--- src/sv/pte_pkg.sv ---
// ----------------------------------------------------------------------------
// Permutation table engine: shared types and constants
// Command codes, status codes, request queue sizing and the request record
// that travels from the front end to the back end.
// ----------------------------------------------------------------------------
package pte_pkg;

   // Default table capacity
   localparam int MAX_ORDER_DEF = 32;

   // Port field widths
   localparam int CMD_W    = 3;
   localparam int OPER_A_W = 6;
   localparam int OPER_B_W = 5;
   localparam int VALUE_W  = 6;
   localparam int SWAP_W   = 5;
   localparam int STATUS_W = 2;

   // Swap pairs kept per schedule request
   localparam int MAX_RESULTS = 31;
   localparam int CNT_W       = $clog2(MAX_RESULTS + 1);

   // Request queue between front and back end
   localparam int QUEUE_DEPTH = 4;
   localparam int QPTR_W      = $clog2(QUEUE_DEPTH);
   localparam int QCNT_W      = $clog2(QUEUE_DEPTH + 1);

   // Status codes
   localparam logic [STATUS_W-1:0] STATUS_OK    = 2'd0;
   localparam logic [STATUS_W-1:0] STATUS_RANGE = 2'd1;
   localparam logic [STATUS_W-1:0] STATUS_SIZE  = 2'd2;

   typedef enum logic [CMD_W-1:0] {
      CMD_RESIZE     = 3'd0,
      CMD_SWAP_ROWS  = 3'd1,
      CMD_SWAP_COLS  = 3'd2,
      CMD_COL_OF_ROW = 3'd3,
      CMD_ROW_OF_COL = 3'd4,
      CMD_IDENT      = 3'd5,
      CMD_SCHED_ROW  = 3'd6,
      CMD_SCHED_COL  = 3'd7
   } cmd_type;

   // Classified request as held in the queue
   typedef struct packed {
      cmd_type               cmd;
      logic [OPER_A_W-1:0]   oper_a;
      logic [OPER_B_W-1:0]   oper_b;
      logic                  too_big;
   } req_type;

endpackage

--- src/sv/pte_front.sv ---
// ----------------------------------------------------------------------------
// Permutation table engine: front end
// Accepts requests, decodes the command and flags an oversized resize, and
// holds classified requests in a short queue for the back end.
// ----------------------------------------------------------------------------
module pte_front
   import pte_pkg::*;
#(
   parameter int MAX_ORDER = MAX_ORDER_DEF
) (
   input  logic                clock,
   input  logic                reset,
   input  logic                start,
   output logic                busy,
   input  logic [CMD_W-1:0]    req_command,
   input  logic [OPER_A_W-1:0] req_operand_a,
   input  logic [OPER_B_W-1:0] req_operand_b,
   input  logic                q_pop,
   output logic                q_valid,
   output req_type             q_head
);

   localparam int CMP_W = OPER_A_W + 1;

   req_type             q_mem_ff [QUEUE_DEPTH];
   logic [QPTR_W-1:0]   wptr_ff, wptr_in;
   logic [QPTR_W-1:0]   rptr_ff, rptr_in;
   logic [QCNT_W-1:0]   count_ff, count_in;
   logic                push;
   req_type             entry;

   // Classify the incoming request
   always_comb begin
      entry.cmd     = cmd_type'(req_command);
      entry.oper_a  = req_operand_a;
      entry.oper_b  = req_operand_b;
      entry.too_big = {1'b0, req_operand_a} > CMP_W'(MAX_ORDER);
   end

   assign busy    = (count_ff == QCNT_W'(QUEUE_DEPTH));
   assign push    = start && !busy;
   assign q_valid = (count_ff != '0);
   assign q_head  = q_mem_ff[rptr_ff];

   // Advance pointers and occupancy
   always_comb begin
      wptr_in  = push  ? wptr_ff + QPTR_W'(1) : wptr_ff;
      rptr_in  = q_pop ? rptr_ff + QPTR_W'(1) : rptr_ff;
      count_in = count_ff;
      if (push && !q_pop) begin
         count_in = count_ff + QCNT_W'(1);
      end else if (!push && q_pop) begin
         count_in = count_ff - QCNT_W'(1);
      end
   end

   always_ff @(posedge clock) begin
      if (reset) begin
         wptr_ff  <= '0;
         rptr_ff  <= '0;
         count_ff <= '0;
      end else begin
         wptr_ff  <= wptr_in;
         rptr_ff  <= rptr_in;
         count_ff <= count_in;
      end
   end

   // Store the request
   always_ff @(posedge clock) begin
      if (push) begin
         q_mem_ff[wptr_ff] <= entry;
      end
   end

   a_count_bound : assert property (@(posedge clock) disable iff (reset)
      count_ff <= QCNT_W'(QUEUE_DEPTH))
      else $error("queue occupancy beyond depth");

   a_pop_nonempty : assert property (@(posedge clock) disable iff (reset)
      q_pop |-> count_ff != '0)
      else $error("pop from empty queue");

   a_push_grows : assert property (@(posedge clock) disable iff (reset)
      (push && !q_pop) |=> count_ff == $past(count_ff) + QCNT_W'(1))
      else $error("queue occupancy did not grow on push");

endmodule

--- src/sv/pte_back.sv ---
// ----------------------------------------------------------------------------
// Permutation table engine: back end
// Holds the column table and carries out queued requests: resize, swaps,
// lookups, identity test and the cycle-following swap schedules.
// ----------------------------------------------------------------------------
module pte_back
   import pte_pkg::*;
#(
   parameter int MAX_ORDER = MAX_ORDER_DEF
) (
   input  logic                clock,
   input  logic                reset,
   input  logic                q_valid,
   input  req_type             q_head,
   output logic                q_pop,
   output logic                rsp_strobe,
   output logic [VALUE_W-1:0]  rsp_value,
   output logic                rsp_is_identity,
   output logic                rsp_swap_valid,
   output logic [SWAP_W-1:0]   rsp_swap_first,
   output logic [SWAP_W-1:0]   rsp_swap_second,
   output logic                rsp_last,
   output logic [STATUS_W-1:0] rsp_status
);

   localparam int IW = $clog2(MAX_ORDER);
   localparam int OW = $clog2(MAX_ORDER + 1);
   localparam int CW = (OW > OPER_A_W) ? OW : OPER_A_W;

   typedef enum logic [12:0] {
      ST_IDLE   = 13'h0001,
      ST_DISP   = 13'h0002,
      ST_SR_B   = 13'h0004,
      ST_SR_W1  = 13'h0008,
      ST_SR_W2  = 13'h0010,
      ST_LOOKUP = 13'h0020,
      ST_SCAN   = 13'h0040,
      ST_SC_W1  = 13'h0080,
      ST_SC_W2  = 13'h0100,
      ST_REPLY  = 13'h0200,
      ST_ADV    = 13'h0400,
      ST_NXT    = 13'h0800,
      ST_VIS    = 13'h1000
   } state_type;

   typedef struct packed {
      logic [VALUE_W-1:0]  value;
      logic                is_identity;
      logic                swap_valid;
      logic [SWAP_W-1:0]   swap_first;
      logic [SWAP_W-1:0]   swap_second;
      logic                last;
      logic [STATUS_W-1:0] status;
   } rsp_type;

   function automatic rsp_type make_rsp(input logic [VALUE_W-1:0] v, input logic sv,
                                        input logic [SWAP_W-1:0] f,
                                        input logic [SWAP_W-1:0] s, input logic l,
                                        input logic [STATUS_W-1:0] st, input logic id);
      rsp_type r;
      r.value       = v;
      r.is_identity = id;
      r.swap_valid  = sv;
      r.swap_first  = f;
      r.swap_second = s;
      r.last        = l;
      r.status      = st;
      return r;
   endfunction

   // Control state
   state_type            state_ff, state_in;
   logic [OW-1:0]        order_ff, order_in;
   logic [MAX_ORDER-1:0] valid_ff, valid_in;
   logic [MAX_ORDER-1:0] mm_ff, mm_in;
   logic [MAX_ORDER-1:0] visited_ff, visited_in;
   logic [MAX_ORDER-1:0] ivld_ff, ivld_in;
   logic                 dv_ff, dv_in;
   logic                 fa_ff, fa_in, fb_ff, fb_in;
   logic                 pend_v_ff, pend_v_in;
   logic                 rsp_strobe_ff, rsp_strobe_in;

   // Working registers
   cmd_type              cmd_ff, cmd_in;
   logic [OPER_A_W-1:0]  a_ff, a_in;
   logic [OPER_B_W-1:0]  b_ff, b_in;
   logic                 big_ff, big_in;
   logic [OW-1:0]        iss_ff, iss_in;
   logic [IW-1:0]        didx_ff, didx_in;
   logic [IW-1:0]        ra_ff, ra_in, rb_ff, rb_in;
   logic [IW-1:0]        ta_ff, ta_in;
   logic [OW-1:0]        pos_ff, pos_in;
   logic [IW-1:0]        nxt_ff, nxt_in;
   logic [IW-1:0]        pf_ff, pf_in, ps_ff, ps_in;
   logic [CNT_W-1:0]     cnt_ff, cnt_in;
   rsp_type              rsp_ff, rsp_in;

   // Table and inverse memories with registered reads
   logic [IW-1:0]        mem [MAX_ORDER];
   logic [IW-1:0]        inv_mem [MAX_ORDER];
   logic [IW-1:0]        mem_rd_ff, inv_rd_ff, raddr_ff;
   logic                 vld_rd_ff;
   logic [IW-1:0]        rd_addr;
   logic                 wr_en;
   logic [IW-1:0]        wr_addr, wr_data;
   logic                 inv_wr;

   // Combinational helpers
   logic [IW-1:0]        rd_val;
   logic [CW-1:0]        a_ext, b_ext, order_ext, val_ext, nxt_w;
   logic                 a_ok, b_ok, ident, didx_last, ma, mb;
   logic [MAX_ORDER-1:0] low_mask, grow_mask;
   logic [IW-1:0]        vis_idx, ivld_idx;
   logic                 vis_sel, ivld_sel;

   assign rd_val    = vld_rd_ff ? mem_rd_ff : raddr_ff;
   assign a_ext     = CW'(a_ff);
   assign b_ext     = CW'(b_ff);
   assign order_ext = CW'(order_ff);
   assign val_ext   = CW'(rd_val);
   assign a_ok      = a_ext < order_ext;
   assign b_ok      = b_ext < order_ext;
   assign didx_last = CW'(didx_ff) == (order_ext - CW'(1));
   assign ma        = val_ext == a_ext;
   assign mb        = val_ext == b_ext;

   // Rows below the order, and rows that a resize brings back to identity
   always_comb begin
      for (int i = 0; i < MAX_ORDER; i++) begin
         low_mask[i]  = CW'(i) < order_ext;
         grow_mask[i] = (CW'(i) >= order_ext) && (CW'(i) < a_ext);
      end
   end

   assign ident = ~|(mm_ff & low_mask);

   // Single read index for visited marks and inverse valid bits
   assign vis_idx  = (state_ff == ST_VIS) ? nxt_ff : IW'(pos_ff);
   assign vis_sel  = visited_ff[vis_idx];
   assign ivld_idx = (state_ff == ST_SCAN) ? rd_val : IW'(pos_ff);
   assign ivld_sel = ivld_ff[ivld_idx];

   // Sequencer
   always_comb begin
      state_in      = state_ff;
      order_in      = order_ff;
      valid_in      = valid_ff;
      mm_in         = mm_ff;
      visited_in    = visited_ff;
      ivld_in       = ivld_ff;
      dv_in         = 1'b0;
      fa_in         = fa_ff;
      fb_in         = fb_ff;
      pend_v_in     = pend_v_ff;
      rsp_strobe_in = 1'b0;
      cmd_in        = cmd_ff;
      a_in          = a_ff;
      b_in          = b_ff;
      big_in        = big_ff;
      iss_in        = iss_ff;
      didx_in       = didx_ff;
      ra_in         = ra_ff;
      rb_in         = rb_ff;
      ta_in         = ta_ff;
      pos_in        = pos_ff;
      nxt_in        = nxt_ff;
      pf_in         = pf_ff;
      ps_in         = ps_ff;
      cnt_in        = cnt_ff;
      rsp_in        = rsp_ff;
      q_pop         = 1'b0;
      rd_addr       = '0;
      wr_en         = 1'b0;
      wr_addr       = '0;
      wr_data       = '0;
      inv_wr        = 1'b0;
      nxt_w         = '0;

      case (state_ff)
         ST_IDLE: begin
            // Take the next queued request
            if (q_valid) begin
               q_pop    = 1'b1;
               cmd_in   = q_head.cmd;
               a_in     = q_head.oper_a;
               b_in     = q_head.oper_b;
               big_in   = q_head.too_big;
               state_in = ST_DISP;
            end
         end

         ST_DISP: begin
            case (cmd_ff)
               CMD_RESIZE: begin
                  if (big_ff) begin
                     rsp_in        = make_rsp('0, 1'b0, '0, '0, 1'b1, STATUS_SIZE, ident);
                     rsp_strobe_in = 1'b1;
                     state_in      = ST_IDLE;
                  end else begin
                     order_in = OW'(a_ff);
                     valid_in = valid_ff & ~grow_mask;
                     mm_in    = mm_ff & ~grow_mask;
                     state_in = ST_REPLY;
                  end
               end
               CMD_SWAP_ROWS: begin
                  if (!(a_ok && b_ok)) begin
                     rsp_in        = make_rsp('0, 1'b0, '0, '0, 1'b1, STATUS_RANGE, ident);
                     rsp_strobe_in = 1'b1;
                     state_in      = ST_IDLE;
                  end else begin
                     rd_addr  = IW'(a_ff);
                     state_in = ST_SR_B;
                  end
               end
               CMD_SWAP_COLS, CMD_ROW_OF_COL: begin
                  if (!a_ok || (cmd_ff == CMD_SWAP_COLS && !b_ok)) begin
                     rsp_in = make_rsp((cmd_ff == CMD_ROW_OF_COL) ? VALUE_W'(order_ff) : '0,
                                       1'b0, '0, '0, 1'b1, STATUS_RANGE, ident);
                     rsp_strobe_in = 1'b1;
                     state_in      = ST_IDLE;
                  end else begin
                     iss_in   = '0;
                     fa_in    = 1'b0;
                     fb_in    = 1'b0;
                     ra_in    = '0;
                     rb_in    = '0;
                     state_in = ST_SCAN;
                  end
               end
               CMD_COL_OF_ROW: begin
                  if (!a_ok) begin
                     rsp_in        = make_rsp('0, 1'b0, '0, '0, 1'b1, STATUS_RANGE, ident);
                     rsp_strobe_in = 1'b1;
                     state_in      = ST_IDLE;
                  end else begin
                     rd_addr  = IW'(a_ff);
                     state_in = ST_LOOKUP;
                  end
               end
               CMD_IDENT: begin
                  rsp_in        = make_rsp('0, 1'b0, '0, '0, 1'b1, STATUS_OK, ident);
                  rsp_strobe_in = 1'b1;
                  state_in      = ST_IDLE;
               end
               CMD_SCHED_ROW: begin
                  visited_in = '0;
                  pos_in     = '0;
                  cnt_in     = '0;
                  pend_v_in  = 1'b0;
                  state_in   = ST_ADV;
               end
               CMD_SCHED_COL: begin
                  // Build the inverse table first, unless the order is empty
                  visited_in = '0;
                  ivld_in    = '0;
                  pos_in     = '0;
                  cnt_in     = '0;
                  pend_v_in  = 1'b0;
                  iss_in     = '0;
                  state_in   = (order_ff == '0) ? ST_ADV : ST_SCAN;
               end
               default: begin
                  state_in = ST_IDLE;
               end
            endcase
         end

         ST_SR_B: begin
            // Hold the first row's entry, fetch the second
            ta_in    = rd_val;
            rd_addr  = IW'(b_ff);
            state_in = ST_SR_W1;
         end

         ST_SR_W1: begin
            wr_en    = 1'b1;
            wr_addr  = IW'(a_ff);
            wr_data  = rd_val;
            state_in = ST_SR_W2;
         end

         ST_SR_W2: begin
            wr_en    = 1'b1;
            wr_addr  = IW'(b_ff);
            wr_data  = ta_ff;
            state_in = ST_REPLY;
         end

         ST_LOOKUP: begin
            rsp_in        = make_rsp(VALUE_W'(rd_val), 1'b0, '0, '0, 1'b1, STATUS_OK, ident);
            rsp_strobe_in = 1'b1;
            state_in      = ST_IDLE;
         end

         ST_SCAN: begin
            // Issue one read per cycle, process the entry fetched last cycle
            if (iss_ff < order_ff) begin
               rd_addr = IW'(iss_ff);
               dv_in   = 1'b1;
               didx_in = IW'(iss_ff);
               iss_in  = iss_ff + OW'(1);
            end
            if (dv_ff) begin
               case (cmd_ff)
                  CMD_SWAP_COLS: begin
                     fa_in = fa_ff | ma;
                     fb_in = fb_ff | mb;
                     ra_in = ma ? didx_ff : ra_ff;
                     rb_in = mb ? didx_ff : rb_ff;
                     if ((fa_ff | ma) && (fb_ff | mb)) begin
                        state_in = ST_SC_W1;
                     end else if (didx_last) begin
                        rsp_in = make_rsp('0, 1'b0, '0, '0, 1'b1, STATUS_RANGE, ident);
                        rsp_strobe_in = 1'b1;
                        state_in      = ST_IDLE;
                     end
                  end
                  CMD_ROW_OF_COL: begin
                     if (ma) begin
                        rsp_in = make_rsp(VALUE_W'(didx_ff), 1'b0, '0, '0, 1'b1,
                                          STATUS_OK, ident);
                        rsp_strobe_in = 1'b1;
                        state_in      = ST_IDLE;
                     end else if (didx_last) begin
                        rsp_in = make_rsp(VALUE_W'(order_ff), 1'b0, '0, '0, 1'b1,
                                          STATUS_OK, ident);
                        rsp_strobe_in = 1'b1;
                        state_in      = ST_IDLE;
                     end
                  end
                  default: begin
                     // First row holding a column wins
                     if ((val_ext < order_ext) && !ivld_sel) begin
                        inv_wr = 1'b1;
                     end
                     if (didx_last) begin
                        state_in = ST_ADV;
                     end
                  end
               endcase
            end
         end

         ST_SC_W1: begin
            wr_en    = 1'b1;
            wr_addr  = rb_ff;
            wr_data  = IW'(a_ff);
            state_in = ST_SC_W2;
         end

         ST_SC_W2: begin
            wr_en    = 1'b1;
            wr_addr  = ra_ff;
            wr_data  = IW'(b_ff);
            state_in = ST_REPLY;
         end

         ST_REPLY: begin
            rsp_in        = make_rsp('0, 1'b0, '0, '0, 1'b1, STATUS_OK, ident);
            rsp_strobe_in = 1'b1;
            state_in      = ST_IDLE;
         end

         ST_ADV: begin
            // Skip visited entries; flush the held pair when the walk ends
            rd_addr = IW'(pos_ff);
            if (pos_ff >= order_ff) begin
               if (pend_v_ff) begin
                  rsp_in = make_rsp('0, 1'b1, SWAP_W'(pf_ff), SWAP_W'(ps_ff), 1'b1,
                                    STATUS_OK, ident);
               end else begin
                  rsp_in = make_rsp('0, 1'b0, '0, '0, 1'b1, STATUS_OK, ident);
               end
               rsp_strobe_in = 1'b1;
               pend_v_in     = 1'b0;
               state_in      = ST_IDLE;
            end else if (vis_sel) begin
               pos_in = pos_ff + OW'(1);
            end else begin
               state_in = ST_NXT;
            end
         end

         ST_NXT: begin
            if (cmd_ff == CMD_SCHED_COL) begin
               nxt_w = ivld_sel ? CW'(inv_rd_ff) : order_ext;
            end else begin
               nxt_w = val_ext;
            end
            visited_in[IW'(pos_ff)] = 1'b1;
            if (nxt_w >= order_ext) begin
               state_in = ST_ADV;
            end else begin
               nxt_in   = IW'(nxt_w);
               state_in = ST_VIS;
            end
         end

         ST_VIS: begin
            // Emit the held pair and hold the new one, so the final pair gets last
            if (!vis_sel && (cnt_ff < CNT_W'(MAX_RESULTS))) begin
               if (pend_v_ff) begin
                  rsp_in = make_rsp('0, 1'b1, SWAP_W'(pf_ff), SWAP_W'(ps_ff), 1'b0,
                                    STATUS_OK, ident);
                  rsp_strobe_in = 1'b1;
               end
               pf_in     = IW'(pos_ff);
               ps_in     = nxt_ff;
               pend_v_in = 1'b1;
               cnt_in    = cnt_ff + CNT_W'(1);
            end
            pos_in   = OW'(nxt_ff);
            state_in = ST_ADV;
         end

         default: begin
            state_in = ST_IDLE;
         end
      endcase

      // Track written entries and their mismatch against identity
      if (wr_en) begin
         valid_in[wr_addr] = 1'b1;
         mm_in[wr_addr]    = (wr_data != wr_addr);
      end
      if (inv_wr) begin
         ivld_in[rd_val] = 1'b1;
      end
   end

   // Control registers
   always_ff @(posedge clock) begin
      if (reset) begin
         state_ff      <= ST_IDLE;
         order_ff      <= OW'(MAX_ORDER);
         valid_ff      <= '0;
         mm_ff         <= '0;
         visited_ff    <= '0;
         ivld_ff       <= '0;
         dv_ff         <= 1'b0;
         fa_ff         <= 1'b0;
         fb_ff         <= 1'b0;
         pend_v_ff     <= 1'b0;
         rsp_strobe_ff <= 1'b0;
      end else begin
         state_ff      <= state_in;
         order_ff      <= order_in;
         valid_ff      <= valid_in;
         mm_ff         <= mm_in;
         visited_ff    <= visited_in;
         ivld_ff       <= ivld_in;
         dv_ff         <= dv_in;
         fa_ff         <= fa_in;
         fb_ff         <= fb_in;
         pend_v_ff     <= pend_v_in;
         rsp_strobe_ff <= rsp_strobe_in;
      end
   end

   // Working registers
   always_ff @(posedge clock) begin
      cmd_ff  <= cmd_in;
      a_ff    <= a_in;
      b_ff    <= b_in;
      big_ff  <= big_in;
      iss_ff  <= iss_in;
      didx_ff <= didx_in;
      ra_ff   <= ra_in;
      rb_ff   <= rb_in;
      ta_ff   <= ta_in;
      pos_ff  <= pos_in;
      nxt_ff  <= nxt_in;
      pf_ff   <= pf_in;
      ps_ff   <= ps_in;
      cnt_ff  <= cnt_in;
      rsp_ff  <= rsp_in;
   end

   // Table memory: one write and one registered read per cycle
   always_ff @(posedge clock) begin
      if (wr_en) begin
         mem[wr_addr] <= wr_data;
      end
      mem_rd_ff <= mem[rd_addr];
      vld_rd_ff <= valid_ff[rd_addr];
      raddr_ff  <= rd_addr;
   end

   // Inverse memory for the column schedule
   always_ff @(posedge clock) begin
      if (inv_wr) begin
         inv_mem[rd_val] <= didx_ff;
      end
      inv_rd_ff <= inv_mem[rd_addr];
   end

   assign rsp_strobe      = rsp_strobe_ff;
   assign rsp_value       = rsp_ff.value;
   assign rsp_is_identity = rsp_ff.is_identity;
   assign rsp_swap_valid  = rsp_ff.swap_valid;
   assign rsp_swap_first  = rsp_ff.swap_first;
   assign rsp_swap_second = rsp_ff.swap_second;
   assign rsp_last        = rsp_ff.last;
   assign rsp_status      = rsp_ff.status;

   a_order_bound : assert property (@(posedge clock) disable iff (reset)
      order_ff <= OW'(MAX_ORDER))
      else $error("order beyond capacity");

   a_mismatch_written : assert property (@(posedge clock) disable iff (reset)
      (mm_ff & ~valid_ff) == '0)
      else $error("mismatch flagged on an unwritten entry");

   a_pending_in_walk : assert property (@(posedge clock) disable iff (reset)
      pend_v_ff |-> (state_ff == ST_ADV || state_ff == ST_NXT || state_ff == ST_VIS))
      else $error("held swap pair outside a schedule walk");

   a_pair_status_ok : assert property (@(posedge clock) disable iff (reset)
      (rsp_strobe_ff && rsp_ff.swap_valid) |-> rsp_ff.status == STATUS_OK)
      else $error("swap pair with error status");

   a_scan_data : assert property (@(posedge clock) disable iff (reset)
      dv_ff |-> $past(state_ff == ST_SCAN))
      else $error("scan data outside a scan");

endmodule

--- src/sv/permutation_table_engine_top.sv ---
// ----------------------------------------------------------------------------
// Permutation table engine
// Keeps a permutation as a row-to-column table with an order in use, and
// answers resize, swap, lookup, identity and swap-schedule requests.
//
//   channel  ports                                  handshake
//   request  req_command, req_operand_a/_b          start high, busy low
//   result   rsp_value ... rsp_status               rsp_strobe, one cycle
//
// A request waits in the queue until the back end is idle and takes it.
// Row-of-column scans the table one entry a cycle; a column swap scans
// the same way and then writes both entries. A row schedule walks the
// table entry by entry; a column schedule first builds the inverse table.
// Reset is synchronous and restores the identity of full order at once.
// The queue holds four requests; busy is high while it is full.
// ----------------------------------------------------------------------------
module permutation_table_engine_top
   import pte_pkg::*;
#(
   parameter int MAX_ORDER = MAX_ORDER_DEF
) (
   input  logic                clock,
   input  logic                reset,
   input  logic                start,
   output logic                busy,
   input  logic [CMD_W-1:0]    req_command,
   input  logic [OPER_A_W-1:0] req_operand_a,
   input  logic [OPER_B_W-1:0] req_operand_b,
   output logic                rsp_strobe,
   output logic [VALUE_W-1:0]  rsp_value,
   output logic                rsp_is_identity,
   output logic                rsp_swap_valid,
   output logic [SWAP_W-1:0]   rsp_swap_first,
   output logic [SWAP_W-1:0]   rsp_swap_second,
   output logic                rsp_last,
   output logic [STATUS_W-1:0] rsp_status
);

   logic    q_pop;
   logic    q_valid;
   req_type q_head;

   // Accept and classify requests
   pte_front #(
      .MAX_ORDER (MAX_ORDER)
   ) u_front (
      .clock         (clock),
      .reset         (reset),
      .start         (start),
      .busy          (busy),
      .req_command   (req_command),
      .req_operand_a (req_operand_a),
      .req_operand_b (req_operand_b),
      .q_pop         (q_pop),
      .q_valid       (q_valid),
      .q_head        (q_head)
   );

   // Carry out requests on the table
   pte_back #(
      .MAX_ORDER (MAX_ORDER)
   ) u_back (
      .clock           (clock),
      .reset           (reset),
      .q_valid         (q_valid),
      .q_head          (q_head),
      .q_pop           (q_pop),
      .rsp_strobe      (rsp_strobe),
      .rsp_value       (rsp_value),
      .rsp_is_identity (rsp_is_identity),
      .rsp_swap_valid  (rsp_swap_valid),
      .rsp_swap_first  (rsp_swap_first),
      .rsp_swap_second (rsp_swap_second),
      .rsp_last        (rsp_last),
      .rsp_status      (rsp_status)
   );

endmodule
--- config.mk ---
export PLATFORM = sky130hd
export DESIGN_NAME = permutation_table_engine_top
export DESIGN_NICKNAME = d
export VERILOG_FILES = /design/src/sv/pte_pkg.sv /design/src/sv/pte_front.sv /design/src/sv/pte_back.sv /design/src/sv/permutation_table_engine_top.sv
export SDC_FILE = /design/constraint.sdc
export NUM_CORES = 1
export LEC_CHECK = 0
export BUFFER_PORTS_ARGS = -buffer_cell sky130_fd_sc_hd__buf_2
export CORE_ASPECT_RATIO = 0.5
export CORE_UTILIZATION = 60
export CTS_BUF_LIST = sky130_fd_sc_hd__clkbuf_8 sky130_fd_sc_hd__clkbuf_16
export DETAILED_ROUTE_END_ITERATION = 8
export GPL_TIMING_DRIVEN = 0
export MAX_ROUTING_LAYER = met4
export PLACE_DENSITY = 0.76
export REMOVE_ABC_BUFFERS = 1
export SLEW_MARGIN = 20
export SYNTH_ARGS = -nofsm -noshare
export SYNTH_HDL_FRONTEND = slang
export SYNTH_SLANG_ARGS = --single-unit
--- constraint.sdc ---
create_clock -name clock -period 10.8 [get_ports clock]
set_clock_uncertainty 0.15 [all_clocks]
set_input_delay 1.62 -clock clock [delete_from_list [all_inputs] [get_ports clock]]
set_output_delay 1.62 -clock clock [all_outputs]
set_load 0.05 [all_outputs]
==> impl_results.md <==
- Status: finished clean
- Die area: 48870 um2
- Via count: 20.69k
- F_max: 134.4 MHz
- Commonest cells post-synth: edfxtp_1, nand2_1, dfxtp_1
- Worst path required time: 10900 ps
- Utilization after layout: 0.6742
- DPL Wire Length: 51.53 mm
- Post-Synthesis Cell Area: 28760 um2
- First-pass GRT wire length: 116.1 mm
- Ys Warns: 0
- Layer with the highest usage: met2
- Critical path, cell by cell: or4_1 > nor4_4 > mux2i_2 > nand2_1 > a221oi_1 > o22ai_1 > a311oi_4 > mux2i_1 > a21o_1 > ha_1 > nand2b_1 > a21o_1 > a21oi_1 > nor2b_1 > o21ai_0 > nand2b_1 > a21oi_1 > nor2b_1
- Power Density: 173.2 nW/um2
- Post-CTS sizing: 0
- RSZ-0062 raised after global routing: no
- Global routing met2 resource utilization: 0.4730
- CP top delay family: simple AND/OR/NAND/NOR gates
- CTS H-Tree Depth: 2
- Clock network latency to the later pin of the worst-skew pair: 610 ps
- Max-slew violations: 0
- Final WS setup: 3362 ps
- Area contributors post-synth: edfxtp_1, dfxtp_1, mux2i_1, nand2_1, a21oi_1
- Area delta synth->final: 10.37%
- Global route total overflow: 0
- Routing usage on met1: 0.4605
- Syn Area/Cell: 11.78 um2
- Worst slew margin: 0.1900
- IO Count: 40
- Buf/Inv on CP: 0
- Leading area contributor after synthesis: edfxtp_1
- Max Cap Viol: 0
- Critical path class: reg2reg
- Placed Area: 29970 um2
- Num rows: 56
- Max VDD drop: 0.0001400 V
- Core ar.: 47090 um2
- Root buf cell: clkbuf_16
- Synthesized flop and latch total: 643
- Tcrit/Tclk final: 0.6887
- EDFF count, synth: 468
- Critical Path Slowest Stage Cell: nor4_4
- Cells after synthesis: 2442
- Die X-Extent: 311.6 um
- N_diodes: 0
- Chip height: 156.8 um
- Total CTS buffers: 54
- FFs w/ async S/R, synth: 0
- TritonCTS clock tree: yes
- Fin cells: 3113
- Starting DRT DRC Count: 2964
- Number of setup violations in the final report: 0
- Post-synth top area share: 0.4886
- Nets: 2494
- Clock Path Buffers: 3
- GPL Wtd Cong: 0.9795
- Vias in the first global route: 19.21k
- Starting Density: 0.6108
- GRT Util Overall: 0.3220
- Post-synthesis sequential area ratio: 0.6104
- Largest net degree at the start of global routing: 56
- Met3 Use GR: 0.06281
- Layout cells sized above 1: 0.09212
- Initial DRT Pass Iterations: 9
- Initial antenna violation count: 0
- Setup crit end kind: flop
- Clock period minus worst slack: 7438 ps
- Placed Instances: 3010
- # DRC: 0
- Worst-path clk slew: 70 ps
- Hold buffers post-CTS: 0
- Pre-CTS setup slack: 3490 ps
- Routed len/inst: 24.73 um
- Cell variety after synth: 87
- WP data arrival: 7540 ps
- HP Class: reg2reg
- CP Launch Type: flop
- ANT nets after route: 0
- Crit path max fanout: 17
- IO buf count: 39
- Hold Vio Cnt, Final: 0
- Post-CTS setup buffers: 0
- Critical Path Max Stage Delay: 1000 ps
- Drt total wl: 76.99 mm
- Top FF cell, synth: edfxtp_1
- Most common cell in the netlist: edfxtp_1
- Clk sinks: 643
- Accumulated negative setup slack: 0 ps
- Least-Margin Pin Slew: 1211 ps
- LEAKAGE: 0.01117 uW
- Vias/cell: 6.648
- Cell area after layout: 31740 um2
-- flip-flops by register name, summed over array words and instances, names as in the netlist, 13 cells and up --
| signal | cells |
|---|---|
| u_back.mem | 160 |
| u_back.visited_ff | 32 |
| u_back.ivld_ff | 32 |
| u_back.state_ff | 13 |
| u_back.inv_mem | 160 |
| u_back.valid_ff | 32 |
| u_back.mm_ff | 32 |
| u_front.q_mem_ff | 60 |
-- tightest hold or removal path, cell delays in order, from the launching register on --
cell	delay [ps]
dfxtp_1	310
nand2_1	50
o21ai_1	50
-- power by group --
part,internal (uW),switching (uW),leakage [uW]
Clock,1040,890,0.000897
Sequential,2730,179,0.00528
Combinational,242,415,0.00500
Total,4010,1480,0.0112
-- kinds of logic after synthesis --
family,Yosys count,synth area share
compound gates,533,0.1226
xor+xnor,38,0.01157
fa+ha+maj,46,0.02027
buf+inv,219,0.03167
flops,643,0.6104
mux,169,0.06630
simple gates,794,0.1372
-- per-stage QoR --
step                      total power [uW]  hold WS, ps
final                                 5498        301.6
after global routing                  5659        320.9
after CTS                             5483        301.9
after detailed placement              3589        292.7
after global placement                3567        286.0
after floorplan                       3343        276.1
-- final timing paths --
kind	startpoint	to	slack [ps]	cells after the start
min	u_back.ivld_ff[19]$_SDFF_PP0_	u_back.ivld_ff[19]$_SDFF_PP0_	300	2
min reg2reg	u_back.ivld_ff[19]$_SDFF_PP0_	u_back.ivld_ff[19]$_SDFF_PP0_	300	2
max	u_back.state_ff[0]$_SDFFE_PP1P_	u_back.nxt_ff[1]$_DFFE_PP_	3360	18
max reg2reg	u_back.state_ff[0]$_SDFFE_PP1P_	u_back.nxt_ff[1]$_DFFE_PP_	3360	18
-- layout make-up --
| cell class | count | area, um2 |
|---|---|---|
| fill | 3320 | 15340 |
| clock buffer | 56 | 1379 |
| inverter | 78 | 292.8 |
| clock inverter | 44 | 345.3 |
| sequential | 643 | 17560 |
| multi-input combinational | 1580 | 10490 |
| tap | 638 | 798.3 |
| timing repair buffer | 74 | 882.1 |
-- metal layers --
metal | wire length [um] | vias to the layer above
li1 | - | 9211
met1 | 32480 | 10060
met2 | 34020 | 1260
met3 | 8658 | 162
met4 | 1838 | 0
met5 | 0 | -
-- cells in the final DEF (no fill, tap or decap), types with 13 or more instances in the layout --
cell	n
nor2_1	124
nand2b_1	28
dfxtp_1	174
and2_1	33
mux4_2	15
a21o_1	18
a222oi_1	15
nand3_1	79
a211oi_1	13
a221oi_1	27
ha_1	45
nor2b_1	25
mux2i_1	128
nand2_1	300
xor2_1	13
clkinv_1	14
xnor2_1	25
a32oi_1	19
mux2_1	14
clkbuf_16	54
nor3_1	63
inv_1	86
o21ai_1	46
o21ai_0	69
buf_16	14
nand4_1	41
edfxtp_1	468
a22oi_1	39
buf_2	38
a21oi_1	150
a22o_1	15
(Power assumes the default switching activity.)
